==> src/rtl/core/msc_pkg.sv <==
// ----------------------------------------------------------------------------
// msc_pkg
// Types and constants of the motion severity classifier.
// ----------------------------------------------------------------------------
package msc_pkg;

    // Configuration port geometry
    localparam int APB_ADDR_W = 5;
    localparam int APB_DATA_W = 32;
    localparam int REG_IDX_W  = 3;

    // Register indexes (byte address / 4)
    localparam logic [REG_IDX_W-1:0] REG_ARMED  = 3'd0;
    localparam logic [REG_IDX_W-1:0] REG_SPIKE  = 3'd1;
    localparam logic [REG_IDX_W-1:0] REG_TONIC  = 3'd2;
    localparam logic [REG_IDX_W-1:0] REG_CLONIC = 3'd3;
    localparam logic [REG_IDX_W-1:0] REG_QUIET  = 3'd4;

    // Widths of the fixed result fields
    localparam int MAG_W   = 15;
    localparam int LEVEL_W = 3;
    localparam int RLVL_W  = 4;
    localparam int SPACE_W = 4;

    // Output word: 36 field bits filled up to 40
    localparam int OUT_TDATA_W = 40;

    // Threshold register reset values
    localparam logic [MAG_W-1:0] SPIKE_RST  = 15'd1200;
    localparam logic [MAG_W-1:0] TONIC_RST  = 15'd2000;
    localparam logic [MAG_W-1:0] CLONIC_RST = 15'd1500;
    localparam logic [MAG_W-1:0] QUIET_RST  = 15'd600;

    // Severity levels
    localparam logic [LEVEL_W-1:0] LVL_IDLE    = 3'd0;
    localparam logic [LEVEL_W-1:0] LVL_SPIKE   = 3'd1;
    localparam logic [LEVEL_W-1:0] LVL_TONIC   = 3'd2;
    localparam logic [LEVEL_W-1:0] LVL_CLONIC  = 3'd3;
    localparam logic [LEVEL_W-1:0] LVL_EPISODE = 3'd4;
    localparam logic [LEVEL_W-1:0] LVL_POST    = 3'd5;

    // Reported level marker for "nothing reported yet"
    localparam logic [RLVL_W-1:0] LEVEL_NONE = 4'd9;

    // Input op codes
    localparam logic OP_SAMPLE = 1'b0;
    localparam logic OP_CLEAR  = 1'b1;

    // Magnitude saturation bound
    localparam logic [MAG_W-1:0] MAG_MAX = 15'd32767;

    // Counter limits of the level machine
    localparam int QUIET_CLEAR_RUN = 100;
    localparam int WEAK_SAMPLES    = 1000;
    localparam int WEAK_TONIC_HITS = 50;
    localparam int TONIC_ENTER     = 300;
    localparam int CLONIC_ENTER    = 500;
    localparam int EPISODE_ENTER   = 2000;
    localparam int POST_QUIET_RUN  = 200;

    // Periodic report spacing
    localparam logic [SPACE_W-1:0] REPORT_EVERY = 4'd10;

    // Configuration registers
    typedef struct packed {
        logic             armed;
        logic [MAG_W-1:0] spike_threshold;
        logic [MAG_W-1:0] tonic_threshold;
        logic [MAG_W-1:0] clonic_threshold;
        logic [MAG_W-1:0] quiet_threshold;
    } cfg_t;

    // One result word
    typedef struct packed {
        logic               fast_rate;
        logic               report;
        logic               level_changed;
        logic [MAG_W-1:0]   peak;
        logic [MAG_W-1:0]   magnitude;
        logic [LEVEL_W-1:0] level;
    } result_t;

endpackage

==> src/rtl/core/msc_engine.sv <==
// ----------------------------------------------------------------------------
// msc_engine
// Detection state and the level machine of the classifier.
// ----------------------------------------------------------------------------
module msc_engine #(
    parameter int SAMPLE_BITS = 14,
    parameter int COUNT_BITS  = 16
) (
    input  logic                   clk,
    input  logic                   rst_n,
    input  logic                   step_en,
    input  logic                   op,
    input  logic [SAMPLE_BITS-1:0] sample_x,
    input  logic [SAMPLE_BITS-1:0] sample_y,
    input  msc_pkg::cfg_t          cfg,
    output msc_pkg::result_t       result
);
    import msc_pkg::*;

    localparam int SUM_W = 17;
    localparam logic [SAMPLE_BITS-1:0] CENTRE = {1'b1, {(SAMPLE_BITS-1){1'b0}}};

    typedef logic [COUNT_BITS-1:0] cnt_t;

    // Detection state
    logic [LEVEL_W-1:0] level_reg,    level_next;
    logic [RLVL_W-1:0]  reported_reg, reported_next;
    logic [MAG_W-1:0]   peak_reg,     peak_next;
    cnt_t               samples_reg,  samples_next;
    cnt_t               tonic_reg,    tonic_next;
    cnt_t               clonic_reg,   clonic_next;
    cnt_t               quiet_reg,    quiet_next;
    cnt_t               episode_reg,  episode_next;
    logic [SPACE_W-1:0] spacing_reg,  spacing_next;
    logic               fast_reg,     fast_next;

    logic [SAMPLE_BITS-1:0] dev_x;
    logic [SAMPLE_BITS-1:0] dev_y;
    logic [SUM_W-1:0]       mag_sum;
    logic [MAG_W-1:0]       mag;
    logic [MAG_W-1:0]       mag_out;
    logic                   auto_clear;
    logic                   report;

    function automatic cnt_t sat_inc(input cnt_t v);
        return (&v) ? v : v + 1'b1;
    endfunction

    // Magnitude: sum of axis deviations, saturated to 15 bits
    always_comb
    begin
        dev_x   = (sample_x > CENTRE) ? sample_x - CENTRE : CENTRE - sample_x;
        dev_y   = (sample_y > CENTRE) ? sample_y - CENTRE : CENTRE - sample_y;
        mag_sum = SUM_W'(dev_x) + SUM_W'(dev_y);
        mag     = (mag_sum > SUM_W'(MAG_MAX)) ? MAG_MAX : mag_sum[MAG_W-1:0];
    end

    // Level machine and counters for one word
    always_comb
    begin
        level_next    = level_reg;
        reported_next = reported_reg;
        peak_next     = peak_reg;
        samples_next  = samples_reg;
        tonic_next    = tonic_reg;
        clonic_next   = clonic_reg;
        quiet_next    = quiet_reg;
        episode_next  = episode_reg;
        spacing_next  = spacing_reg;
        fast_next     = fast_reg;
        mag_out       = '0;
        auto_clear    = 1'b0;
        report        = 1'b0;

        if (op == OP_CLEAR)
        begin
            level_next    = LVL_IDLE;
            reported_next = LEVEL_NONE;
            peak_next     = '0;
            samples_next  = '0;
            tonic_next    = '0;
            clonic_next   = '0;
            quiet_next    = '0;
            episode_next  = '0;
            spacing_next  = '0;
            fast_next     = 1'b0;
            report        = 1'b1;
        end
        else if (!cfg.armed)
        begin
            level_next = LVL_IDLE;
            quiet_next = '0;
        end
        else
        begin
            mag_out = mag;

            // Common bookkeeping
            if (mag > peak_reg)
                peak_next = mag;
            samples_next = sat_inc(samples_reg);
            if (level_reg inside {[LVL_TONIC:LVL_EPISODE]})
                episode_next = sat_inc(episode_reg);
            if (mag < cfg.quiet_threshold)
                quiet_next = sat_inc(quiet_reg);
            else
                quiet_next = '0;

            // Level moves
            if (level_reg inside {[LVL_SPIKE:LVL_CLONIC]} &&
                quiet_next > cnt_t'(QUIET_CLEAR_RUN))
            begin
                auto_clear = 1'b1;
            end
            else
            begin
                case (level_reg)
                    LVL_IDLE:
                    begin
                        if (mag > cfg.spike_threshold)
                        begin
                            level_next   = LVL_SPIKE;
                            samples_next = '0;
                            tonic_next   = '0;
                            clonic_next  = '0;
                            quiet_next   = '0;
                            episode_next = '0;
                            peak_next    = mag;
                            fast_next    = 1'b1;
                        end
                    end
                    LVL_SPIKE:
                    begin
                        if (mag > cfg.tonic_threshold)
                            tonic_next = sat_inc(tonic_reg);
                        if (tonic_next > cnt_t'(TONIC_ENTER))
                        begin
                            level_next   = LVL_TONIC;
                            samples_next = '0;
                            clonic_next  = '0;
                            quiet_next   = '0;
                            episode_next = '0;
                        end
                        // Too little tonic activity over a long window
                        if (samples_next > cnt_t'(WEAK_SAMPLES) &&
                            tonic_next < cnt_t'(WEAK_TONIC_HITS))
                            auto_clear = 1'b1;
                    end
                    LVL_TONIC:
                    begin
                        if (mag > cfg.clonic_threshold)
                            clonic_next = sat_inc(clonic_reg);
                        if (clonic_next > cnt_t'(CLONIC_ENTER))
                        begin
                            level_next   = LVL_CLONIC;
                            samples_next = '0;
                            quiet_next   = '0;
                        end
                    end
                    LVL_CLONIC:
                    begin
                        if (episode_next > cnt_t'(EPISODE_ENTER))
                        begin
                            level_next   = LVL_EPISODE;
                            samples_next = '0;
                            quiet_next   = '0;
                        end
                    end
                    LVL_EPISODE:
                    begin
                        if (quiet_next > cnt_t'(POST_QUIET_RUN))
                        begin
                            level_next   = LVL_POST;
                            samples_next = '0;
                        end
                    end
                    default:
                    begin
                        // post-episode quiet holds until a clear op or disarm
                    end
                endcase
            end

            // Drop all detection state on an automatic clear
            if (auto_clear)
            begin
                level_next    = LVL_IDLE;
                reported_next = LEVEL_NONE;
                peak_next     = '0;
                samples_next  = '0;
                tonic_next    = '0;
                clonic_next   = '0;
                quiet_next    = '0;
                episode_next  = '0;
                spacing_next  = '0;
                fast_next     = 1'b0;
                mag_out       = '0;
            end

            // Report on a new level or every tenth sample
            spacing_next = spacing_next + 1'b1;
            if ({1'b0, level_next} != reported_next || spacing_next >= REPORT_EVERY)
            begin
                report        = 1'b1;
                reported_next = {1'b0, level_next};
                spacing_next  = '0;
            end
        end
    end

    // Result of this word
    always_comb
    begin
        result.level         = level_next;
        result.magnitude     = mag_out;
        result.peak          = peak_next;
        result.level_changed = (level_next != level_reg);
        result.report        = report;
        result.fast_rate     = fast_next;
    end

    // Advance state once per word
    always_ff @(posedge clk or negedge rst_n)
    begin
        if (!rst_n)
        begin
            level_reg    <= LVL_IDLE;
            reported_reg <= LEVEL_NONE;
            peak_reg     <= '0;
            samples_reg  <= '0;
            tonic_reg    <= '0;
            clonic_reg   <= '0;
            quiet_reg    <= '0;
            episode_reg  <= '0;
            spacing_reg  <= '0;
            fast_reg     <= 1'b0;
        end
        else if (step_en)
        begin
            level_reg    <= level_next;
            reported_reg <= reported_next;
            peak_reg     <= peak_next;
            samples_reg  <= samples_next;
            tonic_reg    <= tonic_next;
            clonic_reg   <= clonic_next;
            quiet_reg    <= quiet_next;
            episode_reg  <= episode_next;
            spacing_reg  <= spacing_next;
            fast_reg     <= fast_next;
        end
    end

endmodule

==> src/rtl/core/motion_severity_classifier_top.sv <==
// ----------------------------------------------------------------------------
// motion_severity_classifier_top
// Two-axis motion magnitude, peak tracking and severity level classifier.
// ----------------------------------------------------------------------------
// Channel   Direction  Handshake              Contents
// s_*       in         s_tvalid / s_tready    op, sample_x, sample_y
// m_*       out        m_tvalid / m_tready    level, magnitude, peak, flags
// APB       in/out     psel & penable         armed and four thresholds
//
// One word per cycle sustained while m_tready stays high; an accepted word
// passes the input register, then the result register, and shows on m_tdata
// while m_tvalid is high.
// The level machine updates its state in the cycle the word leaves the
// input register, so each word sees the state left by the word before it.
// rst_n clears the handshake and the detection state and loads the configuration reset values.
// A stalled m_tready holds the result register and, one word later, s_tready.
// ----------------------------------------------------------------------------
module motion_severity_classifier_top #(
    parameter int SAMPLE_BITS = 14,
    parameter int COUNT_BITS  = 16
) (
    input  logic                            clk,
    input  logic                            rst_n,

    // Input words
    input  logic                            s_tvalid,
    output logic                            s_tready,
    input  logic [((2 * SAMPLE_BITS + 7) / 8) * 8 - 1:0] s_tdata,  // sample_x, sample_y,
                                                                  // zero fill
    input  logic                            s_tuser,  // op

    // Result words
    output logic                            m_tvalid,
    input  logic                            m_tready,
    output logic [msc_pkg::OUT_TDATA_W-1:0] m_tdata,  // level, magnitude, peak,
                                                      // level_changed, report,
                                                      // fast_rate, zero fill

    // Configuration
    input  logic                            psel,
    input  logic                            penable,
    input  logic                            pwrite,
    input  logic [msc_pkg::APB_ADDR_W-1:0]  paddr,
    input  logic [msc_pkg::APB_DATA_W-1:0]  pwdata,
    output logic [msc_pkg::APB_DATA_W-1:0]  prdata,
    output logic                            pready
);
    import msc_pkg::*;

    localparam int IN_TDATA_W = ((2 * SAMPLE_BITS + 7) / 8) * 8;
    localparam int FIELD_W = 2 * SAMPLE_BITS;
    localparam int OUT_FIELD_W = $bits(result_t);

    cfg_t             cfg_reg, cfg_next;
    logic [REG_IDX_W-1:0] reg_idx;
    logic             cfg_write;

    logic                   in_valid_reg, in_valid_next;
    logic                   in_op_reg;
    logic [SAMPLE_BITS-1:0] in_x_reg;
    logic [SAMPLE_BITS-1:0] in_y_reg;
    logic                   out_valid_reg, out_valid_next;
    result_t                out_data_reg;
    result_t                step_result;
    logic                   s_accept;
    logic                   advance;
    logic                   step_en;
    logic [IN_TDATA_W-1:0]  in_word;

    // Configuration registers
    assign pready    = 1'b1;
    assign reg_idx   = paddr[APB_ADDR_W-1:2];
    assign cfg_write = psel && penable && pwrite && pready;

    always_comb
    begin
        cfg_next = cfg_reg;
        if (cfg_write)
        begin
            case (reg_idx)
                REG_ARMED:  cfg_next.armed            = pwdata[0];
                REG_SPIKE:  cfg_next.spike_threshold  = pwdata[MAG_W-1:0];
                REG_TONIC:  cfg_next.tonic_threshold  = pwdata[MAG_W-1:0];
                REG_CLONIC: cfg_next.clonic_threshold = pwdata[MAG_W-1:0];
                REG_QUIET:  cfg_next.quiet_threshold  = pwdata[MAG_W-1:0];
                default:    cfg_next = cfg_reg;
            endcase
        end
    end

    // Register read back
    always_comb
    begin
        case (reg_idx)
            REG_ARMED:  prdata = APB_DATA_W'(cfg_reg.armed);
            REG_SPIKE:  prdata = APB_DATA_W'(cfg_reg.spike_threshold);
            REG_TONIC:  prdata = APB_DATA_W'(cfg_reg.tonic_threshold);
            REG_CLONIC: prdata = APB_DATA_W'(cfg_reg.clonic_threshold);
            REG_QUIET:  prdata = APB_DATA_W'(cfg_reg.quiet_threshold);
            default:    prdata = '0;
        endcase
    end

    always_ff @(posedge clk or negedge rst_n)
    begin
        if (!rst_n)
        begin
            cfg_reg.armed            <= 1'b1;
            cfg_reg.spike_threshold  <= SPIKE_RST;
            cfg_reg.tonic_threshold  <= TONIC_RST;
            cfg_reg.clonic_threshold <= CLONIC_RST;
            cfg_reg.quiet_threshold  <= QUIET_RST;
        end
        else
        begin
            cfg_reg <= cfg_next;
        end
    end

    // Pipeline handshake: advance when the result register is free or taken
    assign advance  = !out_valid_reg || m_tready;
    assign step_en  = in_valid_reg && advance;
    assign s_tready = !in_valid_reg || advance;
    assign s_accept = s_tvalid && s_tready;

    always_comb
    begin
        in_valid_next = in_valid_reg;
        if (s_accept)
            in_valid_next = 1'b1;
        else if (step_en)
            in_valid_next = 1'b0;

        out_valid_next = out_valid_reg;
        if (step_en)
            out_valid_next = 1'b1;
        else if (m_tready)
            out_valid_next = 1'b0;
    end

    always_ff @(posedge clk or negedge rst_n)
    begin
        if (!rst_n)
        begin
            in_valid_reg  <= 1'b0;
            out_valid_reg <= 1'b0;
        end
        else
        begin
            in_valid_reg  <= in_valid_next;
            out_valid_reg <= out_valid_next;
        end
    end

    // Capture the input word
    assign in_word = s_tdata;

    always_ff @(posedge clk)
    begin
        if (s_accept)
        begin
            in_op_reg <= s_tuser;
            in_x_reg  <= in_word[SAMPLE_BITS-1:0];
            in_y_reg  <= in_word[FIELD_W-1:SAMPLE_BITS];
        end
    end

    msc_engine #(
        .SAMPLE_BITS (SAMPLE_BITS),
        .COUNT_BITS  (COUNT_BITS)
    ) u_engine (
        .clk      (clk),
        .rst_n    (rst_n),
        .step_en  (step_en),
        .op       (in_op_reg),
        .sample_x (in_x_reg),
        .sample_y (in_y_reg),
        .cfg      (cfg_reg),
        .result   (step_result)
    );

    // Hold the result until taken
    always_ff @(posedge clk)
    begin
        if (step_en)
            out_data_reg <= step_result;
    end

    assign m_tvalid = out_valid_reg;
    assign m_tdata  = {{(OUT_TDATA_W - OUT_FIELD_W){1'b0}}, out_data_reg};

endmodule

==> config.mk <==
export PLATFORM = sky130hd
export DESIGN_NAME = motion_severity_classifier_top
export DESIGN_NICKNAME = d
export VERILOG_FILES = /design/src/rtl/core/msc_pkg.sv /design/src/rtl/core/msc_engine.sv /design/src/rtl/core/motion_severity_classifier_top.sv
export SDC_FILE = /design/constraint.sdc
export NUM_CORES = 1
export LEC_CHECK = 0
export BUFFER_PORTS_ARGS = -buffer_cell sky130_fd_sc_hd__buf_4
export CAP_MARGIN = 40
export CORE_ASPECT_RATIO = 0.7
export CORE_MARGIN = 2
export CORE_UTILIZATION = 61
export DETAILED_ROUTE_END_ITERATION = 8
export GPL_ROUTABILITY_DRIVEN = 0
export PLACE_DENSITY = 0.82
export SYNTH_ARGS = -nofsm -noshare
export SYNTH_HDL_FRONTEND = slang
export SYNTH_HIERARCHICAL = 1
export SYNTH_SLANG_ARGS = --single-unit
==> constraint.sdc <==
create_clock -name clk -period 12.8 [get_ports clk]
set_input_delay 1.28 -clock clk [delete_from_list [all_inputs] [get_ports clk]]
set_output_delay 1.28 -clock clk [all_outputs]
set_load 0.01 [all_outputs]
Yosys cells after proc, flatten, opt, wreduce, memory -nomap -nowiden
Cells that the tools add are included.
{"block": "word_totals", "ff_bits": 235, "input_bits": 77, "output_inout_bits": 75}
{"block": "op_classes", "n_addsub": 11, "magnitude_cmp": 20, "n_eq_ne": 13, "muxes": 115, "bitwise": 1, "n_reduce_logical": 34}
{"operator": "two-way mux 16 bit", "n": 58}
{"operator": "two-way mux 15 bit", "n": 8}
{"operator": "adder 16 x 1 -> 16 bit, second input constant", "n": 5}
{"operator": "one-hot mux 16 bit (5 select lines)", "n": 1}
{"operator": "AND reduction 16 bit", "n": 5}
{"operator": "one-hot mux 15 bit (5 select lines)", "n": 1}
{"operator": "one-hot mux 16 bit (2 select lines)", "n": 2}
{"operator": "one-hot mux 16 bit (4 select lines)", "n": 1}
{"operator": "> comparator 15 bit", "n": 4}
{"operator": "two-way mux 4 bit", "n": 12}
{"operator": "one-hot mux 16 bit (3 select lines)", "n": 1}
{"operator": "two-way mux 3 bit", "n": 11}
{"operator": "> comparator 16 x 9 -> 1 bit, second input constant", "n": 2}
{"operator": "> comparator 14 bit, second input constant", "n": 2}
{"operator": "two-way mux 14 bit", "n": 2}
{"operator": "subtractor 14 bit, first input constant", "n": 2}
{"operator": "subtractor 14 bit, second input constant", "n": 2}
{"operator": "> comparator 17 x 15 -> 1 bit, second input constant", "n": 1}
{"operator": "two-way mux 1 bit", "n": 17}
{"operator": "> comparator 16 x 10 -> 1 bit, second input constant", "n": 1}
{"operator": "> comparator 16 x 11 -> 1 bit, second input constant", "n": 1}
{"operator": "> comparator 16 x 7 -> 1 bit, second input constant", "n": 1}
{"operator": "> comparator 16 x 8 -> 1 bit, second input constant", "n": 1}
{"operator": "< comparator 16 x 6 -> 1 bit, second input constant", "n": 1}
{"operator": "other kinds (28)", "n": 52}

Longest topological paths before layout
Gate-level depths: netlist of the first run.
{"block": "depth", "ltp_word": 36, "ltp_mapped": 43, "depth_no_buf": 41}

By module
The synthesis of the first run kept the hierarchy.
{"module": "msc_engine", "instances": 1, "cells_per_inst": 1462, "area_each_um2": 11163.2, "seq_area_each_um2": 2680.1}
{"module": "motion_severity_classifier_top", "instances": 1, "cells_per_inst": 288, "area_each_um2": 5161.2, "seq_area_each_um2": 3555.9}

Worst setup path after synthesis of the first run
Ideal clock, no wire load.
{"block": "synth_path", "kind": "reg-to-reg", "startpoint": "reg in_x_reg[4]", "endpoint": "reg out_data_reg, in the netlist m_tdata[34] (data pin)", "setup_ns": 0.251, "arrival_ns": 9.184, "t_required_ns": 12.549, "slack_ns": 3.365, "stages_incl_launch_ff": 40, "synth_period_minus_slack_ns": 9.435, "cell_sequence": "edfxtp_1 nor4_1 nand2_1 or4_1 o21ai_1 nand2_1 o21ai_0 inv_1 fa_1 nor2b_1 o21ai_0 a21boi_0 o21ai_0 a21boi_0 o21ai_0 a21boi_0 o21ai_0 a21oi_1 [4 not listed] a31oi_1 a21boi_0 buf_4 o32ai_1 o21ai_0 a2111oi_4 nor2_1 and2_1 ha_1 or4_1 a21oi_1 nand2_1 a211o_1 and4_1 a2111oi_2 o21ai_1 a21o_1 buf_4"}
{"block": "synth_between", "elab_chain_len": 32, "elab_cells_between_ends": 63, "classes_between": "4 x add/sub; 13 x order compare; 1 x eq/ne; 42 x mux; 3 x reduce/logical"}
{"element": "from (decl)", "line_no": "motion_severity_classifier_top.sv:60", "source": "logic [SAMPLE_BITS-1:0] in_x_reg;"}
{"element": "from (signal assigned)", "line_no": "motion_severity_classifier_top.sv:163", "source": "in_x_reg <= in_word[SAMPLE_BITS-1:0];"}
{"element": "subtractor 14 bit / > comparator 14 bit (equally long branches)", "line_no": "msc_engine.sv:52", "source": "dev_x = (sample_x > CENTRE) ? sample_x - CENTRE : CENTRE - sample_x;"}
{"element": "two-way mux 14 bit (*)", "line_no": "msc_engine.sv:52"}
{"element": "adder 14 x 14 -> 15 bit (*)", "line_no": "msc_engine.sv:54", "source": "mag_sum = SUM_W'(dev_x) + SUM_W'(dev_y);"}
{"element": "> comparator 17 x 15 -> 1 bit", "line_no": "msc_engine.sv:55", "source": "mag = (mag_sum > SUM_W'(MAG_MAX)) ? MAG_MAX : mag_sum[MAG_W-1:0];"}
{"element": "two-way mux 15 bit (*)", "line_no": "msc_engine.sv:55"}
{"element": "> comparator 15 bit", "line_no": "msc_engine.sv:134", "source": "if (mag > cfg.tonic_threshold)"}
{"element": "two-way mux 16 bit", "line_no": "msc_engine.sv:134"}
{"element": "two-way mux 16 bit", "line_no": "msc_engine.sv:117", "source": "case (level_reg)"}
{"element": "[16 not listed]"}
{"element": "two-way mux 4 bit", "line_no": "msc_engine.sv:185", "source": "if (auto_clear)"}
{"element": "two-way mux 4 bit", "line_no": "msc_engine.sv:89", "source": "else if (!cfg.armed)"}
{"element": "two-way mux 4 bit", "line_no": "msc_engine.sv:75", "source": "if (op == OP_CLEAR)"}
{"element": "adder 4 x 1 -> 4 bit", "line_no": "msc_engine.sv:201", "source": "spacing_next = spacing_next + 1'b1;"}
{"element": ">= comparator 4 bit", "line_no": "msc_engine.sv:202", "source": "if ({1'b0, level_next} != reported_next || spacing_next >= REPORT_EVERY)"}
{"element": "logical OR 1 bit (*)", "line_no": "msc_engine.sv:202"}
{"element": "two-way mux 1 bit (*)", "line_no": "msc_engine.sv:202"}
{"element": "two-way mux 1 bit (*)", "line_no": "msc_engine.sv:89"}
{"element": "to (signal assigned)", "line_no": "motion_severity_classifier_top.sv:186", "source": "out_data_reg <= step_result;"}
{"element": "to (decl)", "line_no": "motion_severity_classifier_top.sv:63", "source": "result_t out_data_reg;"}
Mark *: on every way between the ends. The rest lies on a longest branch, timed or not. The select of a mux whose other input is x is not followed.
A chain may end at the register's enable or synchronous reset.

Worst setup path in the final report of the first run
Same ends and word-level chain as after synthesis.

==> results of run 1 <==
worst max-delay path, delay by kind of cell, from the launching register on:
family	cells	cell delay, ns
fa+ha+maj	3	0.87
simple gates	13	3.78
flops	1	0.44
compound gates	21	5.79
buf+inv	2	0.33
cells by family after synthesis:
group	count (synthesis)	share of synthesized area
fa+ha+maj	98	0.0756
other cells	2	0.000460
flops	235	0.382
compound gates	476	0.199
xor+xnor	46	0.0247
buf+inv	215	0.0620
mux	93	0.0669
simple gates	585	0.189
worst max path at each step:
stage                startpoint          end  slack, ns  depth (start not counted)
global placement    in_x_reg[4]  m_tdata[34]       2.24                         39
floorplan           in_x_reg[4]  m_tdata[34]       3.37                         39
finish              in_x_reg[4]  m_tdata[34]       1.35                         39
global route        in_x_reg[2]  m_tdata[34]       0.63                         39
CTS                 in_x_reg[4]  m_tdata[34]       1.74                         40
detailed placement  in_x_reg[4]  m_tdata[34]       1.75                         40
routing by layer:
| layer | share of wire | vias to the layer above |
|---|---|---|
| li1 | - | 6620 |
| met1 | 0.44 | 6904 |
| met2 | 0.43 | 718 |
| met3 | 0.093 | 128 |
| met4 | 0.034 | 0 |
| met5 | 0 | - |
report_power, final:
| part | internal (mW) | switching (mW) |
|---|---|---|
| clock | 0.459 | 0.312 |
| sequential | 0.868 | 0.0681 |
| combinational | 0.372 | 0.551 |
area by class of cell:
class,instances,share of cell area
multi-input combinational,1320,0.502
clock inverter,11,0.00940
inverter,114,0.0235
sequential,235,0.342
timing repair buffer,136,0.0606
clock buffer,33,0.0377
tap,364,0.0250
layout by cell type (no fill, tap or decap), types with 15 or more instances in the layout:
cell / count
o21a_1: 17
mux2_4: 20
a21o_1: 28
and3_1: 25
conb_1: 22
or3_1: 15
o21ai_0: 99
nand4_1: 31
a21oi_1: 106
nand2_1: 115
nor2b_1: 15
nor2_1: 143
nor3_1: 40
inv_1: 114
and2_1: 25
mux2i_1: 24
nor4_1: 21
ha_1: 97
o31ai_1: 16
nand3_1: 73
xor2_1: 16
edfxtp_1: 65
a22o_1: 43
dfrtp_1: 146
buf_4: 127
clkbuf_16: 26
mux2_2: 39
a211oi_1: 15
xnor2_1: 30
a31oi_1: 18
dfstp_2: 24
==> metrics.md, run 1 <==
| Metric | Value |
|---|---|
| Total wire length | 43300 um |
| Layout cells sized above 1 | 0.163 |
| Number of nets still failing antenna checks after routing | 0 |
| Global-route met1 utilization | 0.448 |
| Status | completed |
| HP Class | flip-flop to flip-flop |
| Die width | 200 um |
| Critical path class | flip-flop to flip-flop |
| I/O pin cnt | 152 |
| Synthesis-stage register bit count | 235 |
| Clk_lat worst skew | 0.55 ns |
| Tightest Pin Transition | 0.896 ns |
| Worst r2r dst | m_tdata[34] |
| Total GRT Usage | 0.307 |
| Post-DP HPWL | 31100 um |
| Core Area | 26500 um^2 |
| Final critical-path share of the clock period | 0.895 |
| Via Count | 14400 |
| Diode count | 0 |
| CTS tree | yes |
| Synth area leaders | dfrtp_1 (22%), edfxtp_1 (12%), ha_1 (7.4%), dfstp_2 (3.9%), nor2_1 (3.3%) |
| Mean post-synth cell area | 9.33 um^2 |
| CTS buffer count | 24 |
| First-pass GRT wire length | 69400 um |
| Max frequency | 87.3 MHz |
| Maximum VDD drop | 0.120 mV |
| Fin util | 0.688 |
| Worst Skew | 0.0191 ns |
| # fillers | 1992 |
| Gr ovfl total | 0 |
| Netlist cell types | 103 |
| Leakage power figure | 7.77 nW |
| CP arrival | 11.76 ns |
| Grt peak-use layer | met2 |
| Critical path peak fanout | 12 |
| R2r worst-path depth | 39 |
| R2r startpoint | in_x_reg[4] |
| Top cells by count, synth | dfrtp_1 (146), nor2_1 (143), nand2_1 (115) |
| Total power | 2.63 mW |
| Slew Limit Fails | 0 |
| Met2 usage | 0.453 |
| Initial antenna violation count | 0 |
| Clock tree buffer depth | 3 |
| Port bufs | 106 |
| Worst endpoint required time | 13.11 ns |
| Initial DRT Pass Iterations | 6 |
| Largest net degree at the start of global routing | 69 |
| Max cap viols | 0 |
| Synth-to-layout area growth | 11.7% |
| Min-Delay Endpoint | m_tvalid |
| Initial DRC count | 1728 |
| Vias in the first global route | 13400 |
| Die area | 28100 um^2 |
| Hold Path Origin | in_valid_reg |
| Post-Syn Area | 16300 um^2 |
| # hold bufs at CTS | 0 |
| Synth top area share | 0.224 |
| Starting Density | 0.615 |
| Most frequent CP cell | o21ai_0 |
| Number of synthesis warnings | 6 |
| Post-route minimum period | 11.45 ns |
| Reg2reg setup slack | 1.35 ns |
| Cell taking the most area after synthesis | dfrtp_1 |
| Vias per cell | 6.49 |
| Post-place setup slack | 1.75 ns |
| Final Hold Slack | 0.494 ns |
| Sequential area share after synthesis | 0.382 |
| Htree depth | 1 |
| TNS Setup | 0 ns |
| Placed cell area | 17400 um^2 |
| Crit. End Element | flip-flop |
| Setup-failing EPs final | 0 |
| Post-CTS Resized | 0 |
| CP peak stage delay | 0.76 ns |
| Top-count cell post-synth | dfrtp_1 |
| Clock transition at the registers of the reported paths | 0.07 ns |
| Final non-filler cell total | 2213 |
| Crit-path slowest cell | nor4_1 |
| EDFF count, synth | 65 |
| Crit start category | flip-flop |
| Post-Place Cells | 2169 |
| Syn Inst Count | 1750 |
| WL per Instance | 19.6 um |
| Met3 GRT Util | 0.0656 |
| RSZ-0062 raised after global routing | false |
| Relative slew slack | 0.387 |
| Hold Vio Cnt, Final | 0 |
| Post-route setup slack | 1.35 ns |
| Nets | 2006 |
| DRC violations left | 0 |
| Cell area after layout | 18200 um^2 |
| CTS Root Cell | clkbuf_16 |
| Max reg flops | 61 |
| # rows | 50 |
| Die height | 141 um |
| Ys async rst share | 0.723 |
| Clock sinks | 235 |
| Seq. cell area | 6240 um^2 |
| Most common flop cell mapped by yosys | dfrtp_1 |
| Multi-input gate area | 9160 um^2 |
| Postcts setup bufs | 0 |
| Power density over cell area | 144 nW/um^2 |
| Hold Path Depth | 1 |
(Power assumes the default switching activity.)
==> inputs of run 2 (changes only) <==
--- a/config.mk
+++ b/config.mk
@@ -9,10 +9,9 @@
 export CAP_MARGIN = 40
 export CORE_ASPECT_RATIO = 0.7
 export CORE_MARGIN = 2
-export CORE_UTILIZATION = 61
+export CORE_UTILIZATION = 25
 export DETAILED_ROUTE_END_ITERATION = 8
 export GPL_ROUTABILITY_DRIVEN = 0
-export PLACE_DENSITY = 0.82
 export SYNTH_ARGS = -nofsm -noshare
 export SYNTH_HDL_FRONTEND = slang
 export SYNTH_HIERARCHICAL = 1
==> run 2 against run 1 <==
Setup slack got worse by 0.099 ns. Sequential power about the same. First-iteration DRC count decreased by 23%. Final area increased by 3.9%. Highest routed layer unchanged. Critical path depth unchanged. Largest cell class unchanged. Via count decreased by 0.95%. Non-clock buffer count increased by 2. Clock-buffer cell count decreased by 5. Utilization decreased by 39 points. Cell count increased by 24%. Global-route usage decreased by 17 points. Fmax decreased by 0.85%.
==> metrics.md, run 2 (same netlist as run 1, synthesis figures left out) <==
| Metric | Value |
|---|---|
| Status | completed |
| Port bufs | 106 |
| Placed cell area | 18000 um^2 |
| Critical path peak fanout | 12 |
| Clock tree buffer depth | 3 |
| Die area | 67400 um^2 |
| Final critical-path share of the clock period | 0.902 |
| Relative slew slack | 0.344 |
| Slew Limit Fails | 0 |
| Worst r2r dst | m_tdata[34] |
| CP arrival | 11.86 ns |
| Largest net degree at the start of global routing | 61 |
| Core Area | 64700 um^2 |
| Clock sinks | 235 |
| Worst endpoint required time | 13.11 ns |
| Starting Density | 0.252 |
| WL per Instance | 17.9 um |
| Post-route minimum period | 11.55 ns |
| Hold Vio Cnt, Final | 0 |
| Vias per cell | 5.20 |
| Max frequency | 86.6 MHz |
| Met3 WL | 3690 um |
| Via Count | 14200 |
| Initial antenna violation count | 4 |
| Initial DRT Pass Iterations | 8 |
| Setup-failing EPs final | 0 |
| Hold Path Origin | in_valid_reg |
| I/O pin cnt | 152 |
| CTS buffer count | 26 |
| HP Class | flip-flop to flip-flop |
| Crit-path slowest cell | nor4_1 |
| Seq. cell area | 6240 um^2 |
| Critical path class | flip-flop to flip-flop |
| Clock transition at the registers of the reported paths | 0.07 ns |
| Commonest non-fill, non-tap cells in the layout | dfrtp_1 (146), nor2_1 (143), buf_4 (130) |
| CP peak stage delay | 0.68 ns |
| R2r worst-path depth | 39 |
| Total wire length | 48900 um |
| # hold bufs at CTS | 0 |
| RSZ-0062 raised after global routing | false |
| Most common cell after layout, fill and taps aside | dfrtp_1 |
| Multi-input gate area | 9160 um^2 |
| TNS Setup | 0 ns |
| Htree depth | 1 |
| Crit start category | flip-flop |
| Met2 WL | 20100 um |
| CTS Root Cell | clkbuf_16 |
| Metal-1 WL | 24100 um |
| R2r startpoint | in_x_reg[4] |
| Synth-to-layout area growth | 16.1% |
| Number of nets still failing antenna checks after routing | 0 |
| CTS tree | yes |
| Leakage power figure | 7.81 nW |
| Nets | 2010 |
| Min-Delay Endpoint | m_tvalid |
| Max cap viols | 0 |
| Worst Skew | 0.0170 ns |
| Postcts setup bufs | 0 |
| Vias in the first global route | 13600 |
| Post-DP HPWL | 35700 um |
| Layout cells sized above 1 | 0.167 |
| # rows | 78 |
| Total power | 2.72 mW |
| Tightest Pin Transition | 0.974 ns |
| Initial DRC count | 1331 |
| Max reg flops | 61 |
| Maximum VDD drop | 0.0861 mV |
| Post-CTS Resized | 0 |
| Power density over cell area | 144 nW/um^2 |
| First-pass GRT wire length | 77000 um |
| DRC violations left | 0 |
| Die height | 218 um |
| DR top layer | met4 |
| Hold Path Depth | 1 |
| Reg2reg setup slack | 1.25 ns |
| # fillers | 6677 |
| Cell area after layout | 19000 um^2 |
| Total GRT Usage | 0.142 |
| Die width | 309 um |
| Clk_lat worst skew | 0.56 ns |
| Gr ovfl total | 0 |
| Crit. End Element | flip-flop |
run 2: cell count changes in the layout (fill, tap and decap cells not counted), moves of 2 or more:
cell	previous run	this run
clkbuf_1	6	1
buf_16	3	1
buf_6	2	4
bufinv_16	4	6
buf_4	127	130
clkinv_1	0	4
run 2: where the power goes:
group,internal [mW],switching (mW)
clock network,0.506,0.343
registers,0.868,0.0653
logic,0.367,0.575
run 2: metrics by stage:
stage	std cells	hold WS, ns	util	setup slack (ns)
after CTS	2735	0.498	0.293	1.51
after floorplan	1770	0.449	-	3.37
after detailed placement	2687	0.480	0.278	1.56
final	2736	0.492	0.293	1.25
after global routing	2735	0.515	0.293	0.395
after global placement	2679	0.468	0.277	1.75
run 2: worst max path at each step:
| stage | startpoint | endpoint | slack [ns] |
|---|---|---|---|
| 2_1_floorplan | in_x_reg[4] | m_tdata[34] | 3.37 |
| 3_3_place_gp | in_x_reg[4] | m_tdata[34] | 1.75 |
| 3_5_place_dp | in_x_reg[4] | m_tdata[34] | 1.56 |
| 4_1_cts | in_x_reg[4] | m_tdata[34] | 1.51 |
| 5_1_grt | in_x_reg[2] | m_tdata[34] | 0.40 |
| 6_report | in_x_reg[4] | m_tdata[34] | 1.25 |
run 2: cell type report:
type,instances,area share
clock inverter,20,0.0137
tap,880,0.0581
inverter,114,0.0226
timing repair buffer,138,0.0574
sequential,235,0.329
antenna,1,0.000132
clock buffer,28,0.0358
multi-input combinational,1320,0.483
run 2: metal layers:
layer | global-route usage | vias up
li1 | - | 6616
met1 | 0.220 | 6938
met2 | 0.203 | 600
met3 | 0.0227 | 80
met4 | 0.0322 | 0
met5 | 0 | -
run 2: worst max-delay path, delay by kind of cell (launching register included):
kind	cells	cell delay (ns)
AO/OA/AOI/OAI	21	5.91
adder cells (fa/ha/maj)	3	0.87
buffers and inverters	2	0.33
flip-flops	1	0.43
AND/OR/NAND/NOR	13	3.77
